**config.mk**
```make
export PLATFORM = sky130hd
export DESIGN_NAME = diff_drive_odometry_unit
export DESIGN_NICKNAME = d
export VERILOG_FILES = /design/src/sv/ddo_pkg.sv /design/src/sv/ddo_serial_mult.sv /design/src/sv/ddo_cordic.sv /design/src/sv/diff_drive_odometry_unit.sv
export SDC_FILE = /design/constraint.sdc
export NUM_CORES = 2
export LEC_CHECK = 0
export BUFFER_PORTS_ARGS = -buffer_cell sky130_fd_sc_hd__buf_2
export CAP_MARGIN = 30
export CORE_AREA = 3 3 396 398
export CTS_CLUSTER_SIZE = 25
export DETAILED_ROUTE_END_ITERATION = 10
export DIE_AREA = 0 0 399 401
export SLEW_MARGIN = 20
export SYNTH_ARGS = -nofsm -noshare
export SYNTH_HDL_FRONTEND = slang
export SYNTH_SLANG_ARGS = --single-unit
export TNS_END_PERCENT = 1
```
**constraint.sdc**
```tcl
create_clock -name clk -period 35.5 [get_ports clk]
set_input_delay 3.55 -clock clk [delete_from_list [all_inputs] [get_ports clk]]
set_output_delay 3.55 -clock clk [all_outputs]
set_load 0.01 [all_outputs]
```
**src/sv/ddo_pkg.sv**
```systemverilog
`timescale 1ns / 1ps
// ----------------------------------------------------------------------------
// Odometry package
// Shared constants, types and the CORDIC arctangent table.
// ----------------------------------------------------------------------------
package ddo_pkg;

  localparam int unsigned CordicSteps = 24;
  localparam logic [31:0] MptReset    = 32'd599689;
  localparam logic [31:0] TptReset    = 32'd318146;
  localparam logic [31:0] CordicGain  = 32'd652032874;
  localparam logic signed [33:0] OneQ30 = 34'sd1073741824;

  localparam logic CfgMpt = 1'b0;
  localparam logic CfgTpt = 1'b1;

  typedef enum logic [3:0] {
    ST_IDLE,
    ST_DIST,
    ST_COS0,
    ST_MOVE,
    ST_TURN,
    ST_COS1,
    ST_OUT
  } state_t;

  typedef struct packed {
    logic start;
    logic busy;
  } cordic_ctl_t;

  function automatic logic [31:0] atan_entry(input logic [4:0] i);
    logic [31:0] r;
    begin
      case (i)
        5'd0: r = 32'h20000000;   5'd1: r = 32'h12E4051E;
        5'd2: r = 32'h09FB385B;   5'd3: r = 32'h051111D4;
        5'd4: r = 32'h028B0D43;   5'd5: r = 32'h0145D7E1;
        5'd6: r = 32'h00A2F61E;   5'd7: r = 32'h00517C55;
        5'd8: r = 32'h0028BE53;   5'd9: r = 32'h00145F2F;
        5'd10: r = 32'h000A2F98;  5'd11: r = 32'h000517CC;
        5'd12: r = 32'h00028BE6;  5'd13: r = 32'h000145F3;
        5'd14: r = 32'h0000A2FA;  5'd15: r = 32'h0000517D;
        5'd16: r = 32'h000028BE;  5'd17: r = 32'h0000145F;
        5'd18: r = 32'h00000A30;  5'd19: r = 32'h00000518;
        5'd20: r = 32'h0000028C;  5'd21: r = 32'h00000146;
        5'd22: r = 32'h000000A3;  5'd23: r = 32'h00000051;
        5'd24: r = 32'h00000029;  5'd25: r = 32'h00000014;
        5'd26: r = 32'h0000000A;  5'd27: r = 32'h00000005;
        5'd28: r = 32'h00000003;  5'd29: r = 32'h00000001;
        5'd30: r = 32'h00000001;  default: r = 32'h00000000;
      endcase
      return r;
    end
  endfunction

endpackage

```
**src/sv/ddo_serial_mult.sv**
```systemverilog
`timescale 1ns / 1ps
// ----------------------------------------------------------------------------
// Serial multiplier
// Unsigned shift-and-add multiplier, one multiplier bit per cycle.
// ----------------------------------------------------------------------------
module ddo_serial_mult (
  input  logic        clk,
  input  logic        rst,
  input  logic        start,
  input  logic [47:0] op_a,
  input  logic [31:0] op_b,
  output logic        done,
  output logic [79:0] prod
);

  logic [79:0] acc;
  logic [79:0] mcand;
  logic [31:0] mplier;
  logic [5:0]  cnt;
  logic        busy;

  // The multiplicand shifts left and the multiplier right, one bit a cycle.
  always_ff @(posedge clk) begin
    if (rst) begin
      busy <= 1'b0;
      done <= 1'b0;
      cnt  <= '0;
    end else begin
      done <= 1'b0;
      if (start) begin
        busy   <= 1'b1;
        cnt    <= '0;
        acc    <= '0;
        mcand  <= {32'd0, op_a};
        mplier <= op_b;
      end else if (busy) begin
        if (mplier[0]) begin
          acc <= acc + mcand;
        end
        mcand  <= {mcand[78:0], 1'b0};
        mplier <= {1'b0, mplier[31:1]};
        cnt    <= cnt + 6'd1;
        if (cnt == 6'd31) begin
          busy <= 1'b0;
          done <= 1'b1;
        end
      end
    end
  end

  assign prod = acc;

endmodule

```
**src/sv/ddo_cordic.sv**
```systemverilog
`timescale 1ns / 1ps
// ----------------------------------------------------------------------------
// CORDIC sine and cosine
// Rotation-mode CORDIC, one step per cycle, quadrant folded at the end.
// ----------------------------------------------------------------------------
module ddo_cordic #(
  parameter int unsigned CORDIC_STEPS = ddo_pkg::CordicSteps
) (
  input  logic                clk,
  input  logic                rst,
  input  ddo_pkg::cordic_ctl_t ctl,
  input  logic [31:0]         ang,
  output logic                done,
  output logic signed [33:0]  cs,
  output logic signed [33:0]  sn
);

  logic signed [33:0] x, y;
  logic signed [32:0] z;
  logic [1:0]         quad;
  logic [5:0]         step;
  logic               busy;
  logic [31:0]        qa;
  logic signed [33:0] xs, ys, c0, s0;

  assign qa = ang + 32'h20000000;
  assign xs = x >>> step[4:0];
  assign ys = y >>> step[4:0];

  always_ff @(posedge clk) begin
    if (rst) begin
      busy <= 1'b0;
      done <= 1'b0;
      step <= '0;
    end else begin
      done <= 1'b0;
      if (ctl.start) begin
        busy <= 1'b1;
        step <= '0;
        quad <= qa[31:30];
        z    <= 33'(signed'(ang - {qa[31:30], 30'd0}));
        x    <= 34'(ddo_pkg::CordicGain);
        y    <= '0;
      end else if (busy) begin
        if (!z[32]) begin
          x <= x - ys;
          y <= y + xs;
          z <= z - 33'(ddo_pkg::atan_entry(step[4:0]));
        end else begin
          x <= x + ys;
          y <= y - xs;
          z <= z + 33'(ddo_pkg::atan_entry(step[4:0]));
        end
        step <= step + 6'd1;
        if (step == 6'(CORDIC_STEPS - 1)) begin
          busy <= 1'b0;
          done <= 1'b1;
        end
      end
    end
  end

  always_comb begin
    case (quad)
      2'd0: begin c0 = x;  s0 = y;  end
      2'd1: begin c0 = -y; s0 = x;  end
      2'd2: begin c0 = -x; s0 = -y; end
      default: begin c0 = y; s0 = -x; end
    endcase
    cs = (c0 > ddo_pkg::OneQ30) ? ddo_pkg::OneQ30 :
         (c0 < -ddo_pkg::OneQ30) ? -ddo_pkg::OneQ30 : c0;
    sn = (s0 > ddo_pkg::OneQ30) ? ddo_pkg::OneQ30 :
         (s0 < -ddo_pkg::OneQ30) ? -ddo_pkg::OneQ30 : s0;
  end

endmodule

```
**src/sv/diff_drive_odometry_unit.sv**
```systemverilog
`timescale 1ns / 1ps
// ----------------------------------------------------------------------------
// Differential-drive wheel odometry
// Integrates encoder counts into position, heading and yaw quaternion.
// ----------------------------------------------------------------------------
// Input beats carry absolute right and left encoder counts; output beats carry
// Q16.16 position, binary-angle heading and the half-angle sine and cosine.
// The first input beat after reset only latches the counts and yields nothing.
// Each later beat runs a sequence on one shared bit-serial multiplier and one
// iterative CORDIC unit: distance multiply, CORDIC, two direction multiplies,
// heading multiply, a second CORDIC and the load of the output register. The
// next beat is taken only after the output register has been loaded.
// One item is processed at a time; stall is low only in idle.
// The result sits in an output register until taken. While the receiver
// stalls, one further beat is accepted and worked through, and its result then
// waits inside the block, with input stalled, until the register frees.
// Reset restores both configuration registers and clears position and heading.
// Configuration writes are always accepted; index CfgMpt writes mpt, any other writes tpt.
// ----------------------------------------------------------------------------
module diff_drive_odometry_unit #(
  parameter int unsigned CORDIC_STEPS = ddo_pkg::CordicSteps
) (
  input  logic               clk,
  input  logic               rst,
  input  logic               in_valid,
  output logic               in_stall,
  input  logic signed [31:0] right_count,
  input  logic signed [31:0] left_count,
  output logic               out_valid,
  input  logic               out_stall,
  output logic signed [31:0] pos_x,
  output logic signed [31:0] pos_y,
  output logic        [31:0] heading,
  output logic signed [31:0] quat_z,
  output logic signed [31:0] quat_w,
  input  logic               cfg_valid,
  output logic               cfg_ready,
  input  logic               cfg_index,
  input  logic [31:0]        cfg_data
);

  localparam logic signed [47:0] AccMax = 48'sh7FFFFFFFFFFF;
  localparam logic signed [47:0] AccMin = 48'sh800000000000;

  ddo_pkg::state_t state, state_next;
  logic [31:0] mpt, tpt, last_r, last_l, angle;
  logic signed [47:0] acc_x, acc_y;
  logic primed, neg, phase;
  logic [47:0] travel;
  logic signed [33:0] cs_l, sn_l;
  logic [32:0] mag, mag_in;
  logic [31:0] dr, dl;
  logic [31:0] dr_r, dl_r;
  logic signed [32:0] sum;

  logic        m_start, m_done;
  logic [47:0] m_a;
  logic [31:0] m_b;
  logic [79:0] m_p;
  ddo_pkg::cordic_ctl_t c_ctl;
  logic        c_done;
  logic [31:0] c_ang;
  logic signed [33:0] c_cs, c_sn;
  logic        in_acc, out_acc, out_load;
  logic        mul_go, cor_go;

  ddo_serial_mult u_mult (
    .clk(clk), .rst(rst), .start(m_start), .op_a(m_a), .op_b(m_b),
    .done(m_done), .prod(m_p)
  );

  ddo_cordic #(.CORDIC_STEPS(CORDIC_STEPS)) u_cordic (
    .clk(clk), .rst(rst), .ctl(c_ctl), .ang(c_ang), .done(c_done),
    .cs(c_cs), .sn(c_sn)
  );

  assign in_acc    = in_valid && !in_stall;
  assign out_acc   = out_valid && !out_stall;
  assign cfg_ready = 1'b1;
  assign in_stall  = (state != ddo_pkg::ST_IDLE);
  assign out_load  = (state == ddo_pkg::ST_OUT) && (!out_valid || !out_stall);

  assign dr     = right_count - last_r;
  assign dl     = left_count - last_l;
  assign sum    = 33'(signed'(dr)) + 33'(signed'(dl));
  assign mag_in = sum[32] ? 33'(-sum) : 33'(sum);

  // Magnitude of the step operand, signed cos or sin chosen by phase.
  logic signed [33:0] trig;
  logic signed [48:0] step_v, acc_new;
  logic signed [47:0] acc_sel, acc_sat;
  assign trig     = phase ? sn_l : cs_l;
  assign step_v   = (neg != trig[33]) ? -49'(m_p[77:30]) : 49'(m_p[77:30]);
  assign acc_sel  = phase ? acc_y : acc_x;
  assign acc_new  = 49'(acc_sel) + step_v;
  assign acc_sat  = (acc_new > 49'(AccMax)) ? AccMax :
                    (acc_new < 49'(AccMin)) ? AccMin : acc_new[47:0];

  always_comb begin
    state_next = state;
    unique case (state)
      ddo_pkg::ST_IDLE: if (in_acc && primed) state_next = ddo_pkg::ST_DIST;
      ddo_pkg::ST_DIST: if (m_done) state_next = ddo_pkg::ST_COS0;
      ddo_pkg::ST_COS0: if (c_done) state_next = ddo_pkg::ST_MOVE;
      ddo_pkg::ST_MOVE: if (m_done && phase) state_next = ddo_pkg::ST_TURN;
      ddo_pkg::ST_TURN: if (m_done) state_next = ddo_pkg::ST_COS1;
      ddo_pkg::ST_COS1: if (c_done) state_next = ddo_pkg::ST_OUT;
      ddo_pkg::ST_OUT:  if (out_load) state_next = ddo_pkg::ST_IDLE;
      default:          state_next = ddo_pkg::ST_IDLE;
    endcase
  end

  // Start pulses for the shared units, issued on entry to each phase.
  always_comb begin
    mul_go = 1'b0;
    cor_go = 1'b0;
    m_a    = {15'd0, mag[32:1], 1'b0} >> 1;
    m_b    = mpt;
    c_ang  = angle;
    unique case (state)
      ddo_pkg::ST_IDLE: begin
        mul_go = in_acc && primed;
        m_a    = {15'd0, mag_in} >> 1;
      end
      ddo_pkg::ST_DIST: cor_go = m_done;
      ddo_pkg::ST_COS0: begin
        mul_go = c_done;
        m_a    = travel;
        m_b    = c_cs[33] ? 32'(-c_cs) : 32'(c_cs);
      end
      ddo_pkg::ST_MOVE: begin
        mul_go = m_done && !phase;
        m_a    = travel;
        m_b    = sn_l[33] ? 32'(-sn_l) : 32'(sn_l);
        if (m_done && phase) begin
          mul_go = 1'b1;
          m_a    = {16'd0, dr_r - dl_r};
          m_b    = tpt;
        end
      end
      ddo_pkg::ST_TURN: begin
        cor_go = m_done;
        c_ang  = (angle + m_p[31:0]) >> 1;
      end
      default: ;
    endcase
    m_start     = mul_go;
    c_ctl.start = cor_go;
    c_ctl.busy  = (state != ddo_pkg::ST_IDLE);
  end

  always_ff @(posedge clk) begin
    if (rst) begin
      state     <= ddo_pkg::ST_IDLE;
      mpt       <= ddo_pkg::MptReset;
      tpt       <= ddo_pkg::TptReset;
      last_r    <= '0;
      last_l    <= '0;
      acc_x     <= '0;
      acc_y     <= '0;
      angle     <= '0;
      primed    <= 1'b0;
      out_valid <= 1'b0;
      phase     <= 1'b0;
    end else begin
      state <= state_next;
      if (cfg_valid && cfg_ready) begin
        if (cfg_index == ddo_pkg::CfgMpt) mpt <= cfg_data;
        else tpt <= cfg_data;
      end
      if (out_load) out_valid <= 1'b1;
      else if (out_acc) out_valid <= 1'b0;
      unique case (state)
        ddo_pkg::ST_IDLE: begin
          if (in_acc) begin
            primed <= 1'b1;
            last_r <= right_count;
            last_l <= left_count;
            dr_r   <= dr;
            dl_r   <= dl;
            neg    <= sum[32];
            mag    <= mag_in;
            phase  <= 1'b0;
          end
        end
        ddo_pkg::ST_DIST: if (m_done) begin
          // Odd magnitudes add half a tick scale.
          logic [80:0] d;
          d = 81'(m_p) + (mag[0] ? 81'(mpt >> 1) : 81'd0);
          travel <= (d > 81'h7FFFFFFFFFFF) ? 48'h7FFFFFFFFFFF : d[47:0];
        end
        ddo_pkg::ST_COS0: if (c_done) begin
          cs_l <= c_cs;
          sn_l <= c_sn;
        end
        ddo_pkg::ST_MOVE: if (m_done) begin
          if (phase) acc_y <= acc_sat;
          else acc_x <= acc_sat;
          phase <= 1'b1;
        end
        ddo_pkg::ST_TURN: if (m_done) angle <= angle + m_p[31:0];
        ddo_pkg::ST_OUT: if (out_load) begin
          pos_x   <= acc_x[47:16];
          pos_y   <= acc_y[47:16];
          heading <= angle;
          quat_z  <= c_sn[31:0];
          quat_w  <= c_cs[31:0];
        end
        default: ;
      endcase
    end
  end

endmodule

```
Yosys cells after proc, flatten, opt, wreduce, memory -nomap -nowiden
Memories as Yosys holds them, arrays and structs flattened. A register that Yosys moved wholly into a read port is not among the register bits. Cells that the tools add are included.

$add $sub $neg: 24. Magnitude comparators: 7. Equality and inequality tests: 20. Shift-type cells: 2. Mux-type cells: 69. Bitwise gates (word level): 5. Reduce and logical (&&, ||, !) cells: 40.

Operator list (count): two-way mux 32 bit (15); two-way mux 34 bit (8); two-way mux 48 bit (5); two-way mux 80 bit (3); one-hot mux 34 bit (3 select lines) (2); one-hot mux 48 bit (3 select lines) (1); two-way mux 33 bit (4); subtractor 32 bit (4); adder 80 x 31 -> 81 bit (1); > comparator 81 x 47 -> 1 bit (second input constant) (1); adder 80 bit (1); adder 34 bit (2); > comparator 34 x 32 -> 1 bit (second input constant) (2); < comparator 34 x 31 -> 1 bit (second input constant) (2); negation 34 bit (2); >>> shifter 34 x 5 -> 34 bit (2); subtractor 34 bit (2); negation 32 bit (2); one-hot mux 32 bit (2 select lines) (1); adder 48 x 49 -> 49 bit (1); > comparator 49 x 48 -> 1 bit (second input constant) (1); < comparator 49 x 48 -> 1 bit (second input constant) (1); two-way mux 49 bit (1); negation 48 -> 49 bit (1); 36 further kinds (102).

Flip-flop bits (word level): 948. Memory bits (read-only): 1920. Bits of input ports: 102. Output and inout port bits: 163. Word-level logic and storage cells: 207. Memories kept: 2.

Memory list: (no name shown) (words 32, bits a word 30, rd ports 1, clocked after Yosys merged registers in 1, write ports 0, RTL line ddo_pkg.sv:35) `case (i)`; (no name shown) (words 32, bits a word 30, rd ports 1, clocked after Yosys merged registers in 1, write ports 0, RTL line ddo_pkg.sv:35).

Logic depth before layout (Yosys ltp)
Word-level depth: 9. Mapped depth: 34. Depth with buffers taken out: 32.

Hierarchy
A second synthesis with hierarchy kept.

Cell total of the unflattened synthesis: 8078. Area, all modules: 72016.6 µm².

By module, submodules not included: diff_drive_odometry_unit (times used 1, cells an instance 4204, area an instance 38271.7 µm², seq. area each 15454.8 µm²); ddo_cordic (times used 1, cells an instance 2694, area an instance 21266.6 µm², seq. area each 3853.7 µm²); ddo_serial_mult (times used 1, cells an instance 1180, area an instance 12478.2 µm², seq. area each 5925.7 µm²).

Least setup slack after synthesis
OpenSTA, ideal clock, no wires.

Path kind: input -> register. Start point: input rst. End point: register heading[0] (enable). Library setup time: 1.127 ns. Data arrival time: 20.233 ns. Data required time: 34.373 ns. Setup slack: 14.140 ns. Stages on the path: 3. Cell sequence: clkbuf_1 clkbuf_1 nor4b_1.

Longest elaborated chain between the ends: 2.

RTL lines: start: declaration (RTL line diff_drive_odometry_unit.sv:24) `input logic rst,`; NOT 1 bit (no line); AND reduction 3 bit (no line); end signal: assignment (RTL line diff_drive_odometry_unit.sv:205) `heading <= angle;`; end: declaration (RTL line diff_drive_odometry_unit.sv:33) `output logic [31:0] heading,`.

No other way between the ends. A chain may end at the register's enable or synchronous reset.

Worst setup path after layout
Start point: input right_count[0]. End point: register u_mult.mcand[13] (data pin).

RTL lines: start: declaration (RTL line diff_drive_odometry_unit.sv:27) `input logic signed [31:0] right_count,`; subtractor 32 bit (RTL line diff_drive_odometry_unit.sv:83) `assign dr = right_count - last_r;`; via dr[18] (RTL line diff_drive_odometry_unit.sv:52) `logic [31:0] dr, dl;`; adder 32 x 32 -> 33 bit (RTL line diff_drive_odometry_unit.sv:85) `assign sum = 33'(signed'(dr)) + 33'(signed'(dl));`; two-way mux 33 bit (RTL line diff_drive_odometry_unit.sv:86) `assign mag_in = sum[32] ? 33'(-sum) : 33'(sum);`; via mag_in[14] (RTL line diff_drive_odometry_unit.sv:51) `logic [32:0] mag, mag_in;`; one-hot mux 48 bit (3 select lines) (RTL line diff_drive_odometry_unit.sv:120) `unique case (state)`; two-way mux 48 bit (RTL line ddo_serial_mult.sv:30) `if (start) begin`; end signal: assignment (RTL line ddo_serial_mult.sv:34) `mcand <= {32'd0, op_a};`; end signal: assignment (RTL line ddo_serial_mult.sv:40) `mcand <= {mcand[78:0], 1'b0};`; end: declaration (RTL line ddo_serial_mult.sv:17) `logic [79:0] mcand;`.

The timed path passes the listed nets, and every way through them passes these cells.

==> metrics.txt <==
outcome finished, final reports clean; hold crit path type register to register; CP Class primary input to register; Post-Synthesis Cells 7607; Nets 8245; Die Area 160000 um2; mux share of post-synthesis cell area 5.201%; GP Congestion 0.9436; post-CTS resize count 0; final WL 219.1 mm; Fmax achieved 93.74 MHz; RSZ-0062 raised after global routing no; Initial Util 43.92%; Core Region 153700 um2; # hold bufs at CTS 0; sequential fraction of the synthesis area 35.96%; Synth Area in Adders 8.456%; mapped cell area 67500 um2; Worst Setup Start Kind primary input; final setup fails 0; Max Cap Viol 0; CP max-delay cell o31ai_1; Worst Path Max Fanout 29; minimum clock period 10670 ps; Area contributors post-synth edfxtp_1 27%, dfxtp_1 9.1%, ha_1 8.0%; Hold WS 452.3 ps; largest net degree at the start of global routing 161; Synth Area in Compound Gates 20.04%; Vias 59140; Critical Path AT 11090 ps; most frequent cells in the layout 765 x nor2_1, 752 x nand2_1, 703 x a21oi_1; die width 399 um; main combinational cell family by area after synthesis compound AO/OA/AOI/OAI gates; TritonCTS Buffers 107; Post-synth EDFFs 603; chip height 401 um; clock sinks 911; Fin. Hold Viols 0; vias in the first global route 55290; H-tree depth 3; TritonCTS clock tree yes; initial antenna violation count 14; Inst Count DP 9627; Iteration-0 DRC Markers 5830; Final Max Slew Viols 0; Final TNS setup 0 ps; Via density 6.012; ys flop type edfxtp_1; post-synthesis to final-layout area growth 10.59%; Leakage 29.43 nW; cell taking the most area after synthesis edfxtp_1; Rel. slew slack 27.25%; global-route wire length before repair 331.5 mm; CTS Buffer Depth 3; Worst-path clk slew 60 ps; wire per inst 22.27 um; GRT overflow 0; Power Dens Cells 46.92 nW/um2; crit end category register; total iterations of the first detailed-routing run 7; layout cell share with drive strength beyond 1 10.73%; Syn Nets 8153; XOR/XNOR share of the synthesized area 9.223%; Worst Path Required 35920 ps; period utilization 30.05%; Yosys reg bits 911; IO Pins 265; fillcell total 14650; Ys Warns 0; Syn Area/Cell 8.874 um2; DP HPWL 164.8 mm; ys async rst share 0%; clk root buf clkbuf_16; later-pin clock latency in the skew report 750 ps; antenna-violating nets left 0; row count 144; port bufs 263; total track usage 26.34%; Synth Area in Simple Gates 17.26%; maximum VDD drop 42.67 uV; peak per-stage delay on the critical path 800 ps; synth unique cells 103; drt drc 0; commonest non-fill, non-tap cell in the layout nor2_1; Design Power 0.003503 W; postcts setup bufs 0; Worst Tran Pin Value 1085 ps; Setup Skew 58.91 ps; Layout Cells excl Fill 9838; area share of the largest cell type after synthesis 26.82%
==> metrics by stage <==
stage	setup WS, ps	cell area, um2	util [%]
6_report	24830	74650	48.58
5_1_grt	24240	74650	48.57
4_1_cts	24950	74570	48.52
3_5_place_dp	24260	70840	46.09
3_3_place_gp	24400	70800	46.07
2_1_floorplan	14140	67500	-
==> power by group <==
part	leakage (nW)	internal (W)	switching (W)
logic	19.6	0.000443	0.000644
clock network	1.77	0.000665	0.000500
registers	8.02	0.00120	0.0000523
==> cells by family (layout without fill, tap and decap cells) <==
logic type,after synthesis,in the layout
multiplexers,233,233
buffers and inverters,675,860
AND/OR/NAND/NOR,2488,2488
flip-flops,911,911
AO/OA/AOI/OAI,2137,2137
adder cells (fa/ha/maj),451,451
XOR/XNOR,710,710
other,2,4
==> critical path: cells and delay by family <==
family / cells / cell delay [ps]
xor+xnor: 2 / 230
simple gates: 6 / 1070
fa+ha+maj: 3 / 970
compound gates: 17 / 4450
buf+inv: 5 / 800
==> routing by layer <==
metal / part of all wire (%) / wire length (um) / track usage (%) / up-vias
met5: 0.0059 / 13 / 0 / -
li1: - / - / - / 28010
met1: 45 / 99110 / 38.16 / 28540
met4: 3.2 / 6914 / 8.142 / 2
met2: 44 / 96640 / 40.59 / 2247
met3: 7.5 / 16390 / 3.610 / 353
==> sequential cells by signal, summed over array words and instances (netlist names), 33 cells and up, named ones only <==
name / flops
travel: 48
sn_l: 33
u_cordic.x: 34
u_cordic.y: 34
acc_y: 48
acc_x: 48
u_cordic.z: 33
u_mult.prod: 80
u_mult.mcand: 80
==> Yosys cell counts, drive strengths merged (56+ instances only) <==
master,instances
nor2,774
nand2,756
a21oi,706
edfxtp,603
o21ai,438
ha,433
xnor2,390
clkbuf,324
xor2,320
dfxtp,308
inv,279
a21o,189
nand3,173
nor3,146
and2,129
a31oi,115
mux4,87
nand2b,84
o21a,79
a22o,74
mux2i,74
nor2b,74
mux2,72
o31ai,71
buf,70
and3,64
or3,60
a211oi,56
==> final cells by class <==
| type | count | area, um2 | share of cell area [%] |
|---|---|---|---|
| sequential | 911 | 24280 | 32.53 |
| clock inverter | 74 | 845.8 | 1.133 |
| timing repair buffer | 377 | 2235 | 2.993 |
| clock buffer | 128 | 2887 | 3.867 |
| inverter | 281 | 1055 | 1.413 |
| antenna | 2 | 5.005 | 0.006704 |
| tap | 2044 | 2557 | 3.426 |
| multi-input combinational | 6021 | 40790 | 54.64 |
==> worst paths after layout <==
check                           cells after the start               end        startpoint  slack, ps
worst min register to register                      0         pos_x[30]         acc_x[46]        450
worst max register to register                     23    u_cordic.y[33]  u_cordic.step[1]      26870
worst max-delay path                               33  u_mult.mcand[13]    right_count[0]      24830
worst min-delay path                                0         pos_x[30]         acc_x[46]        450
Note: power is estimated with default switching activity, not from simulation.
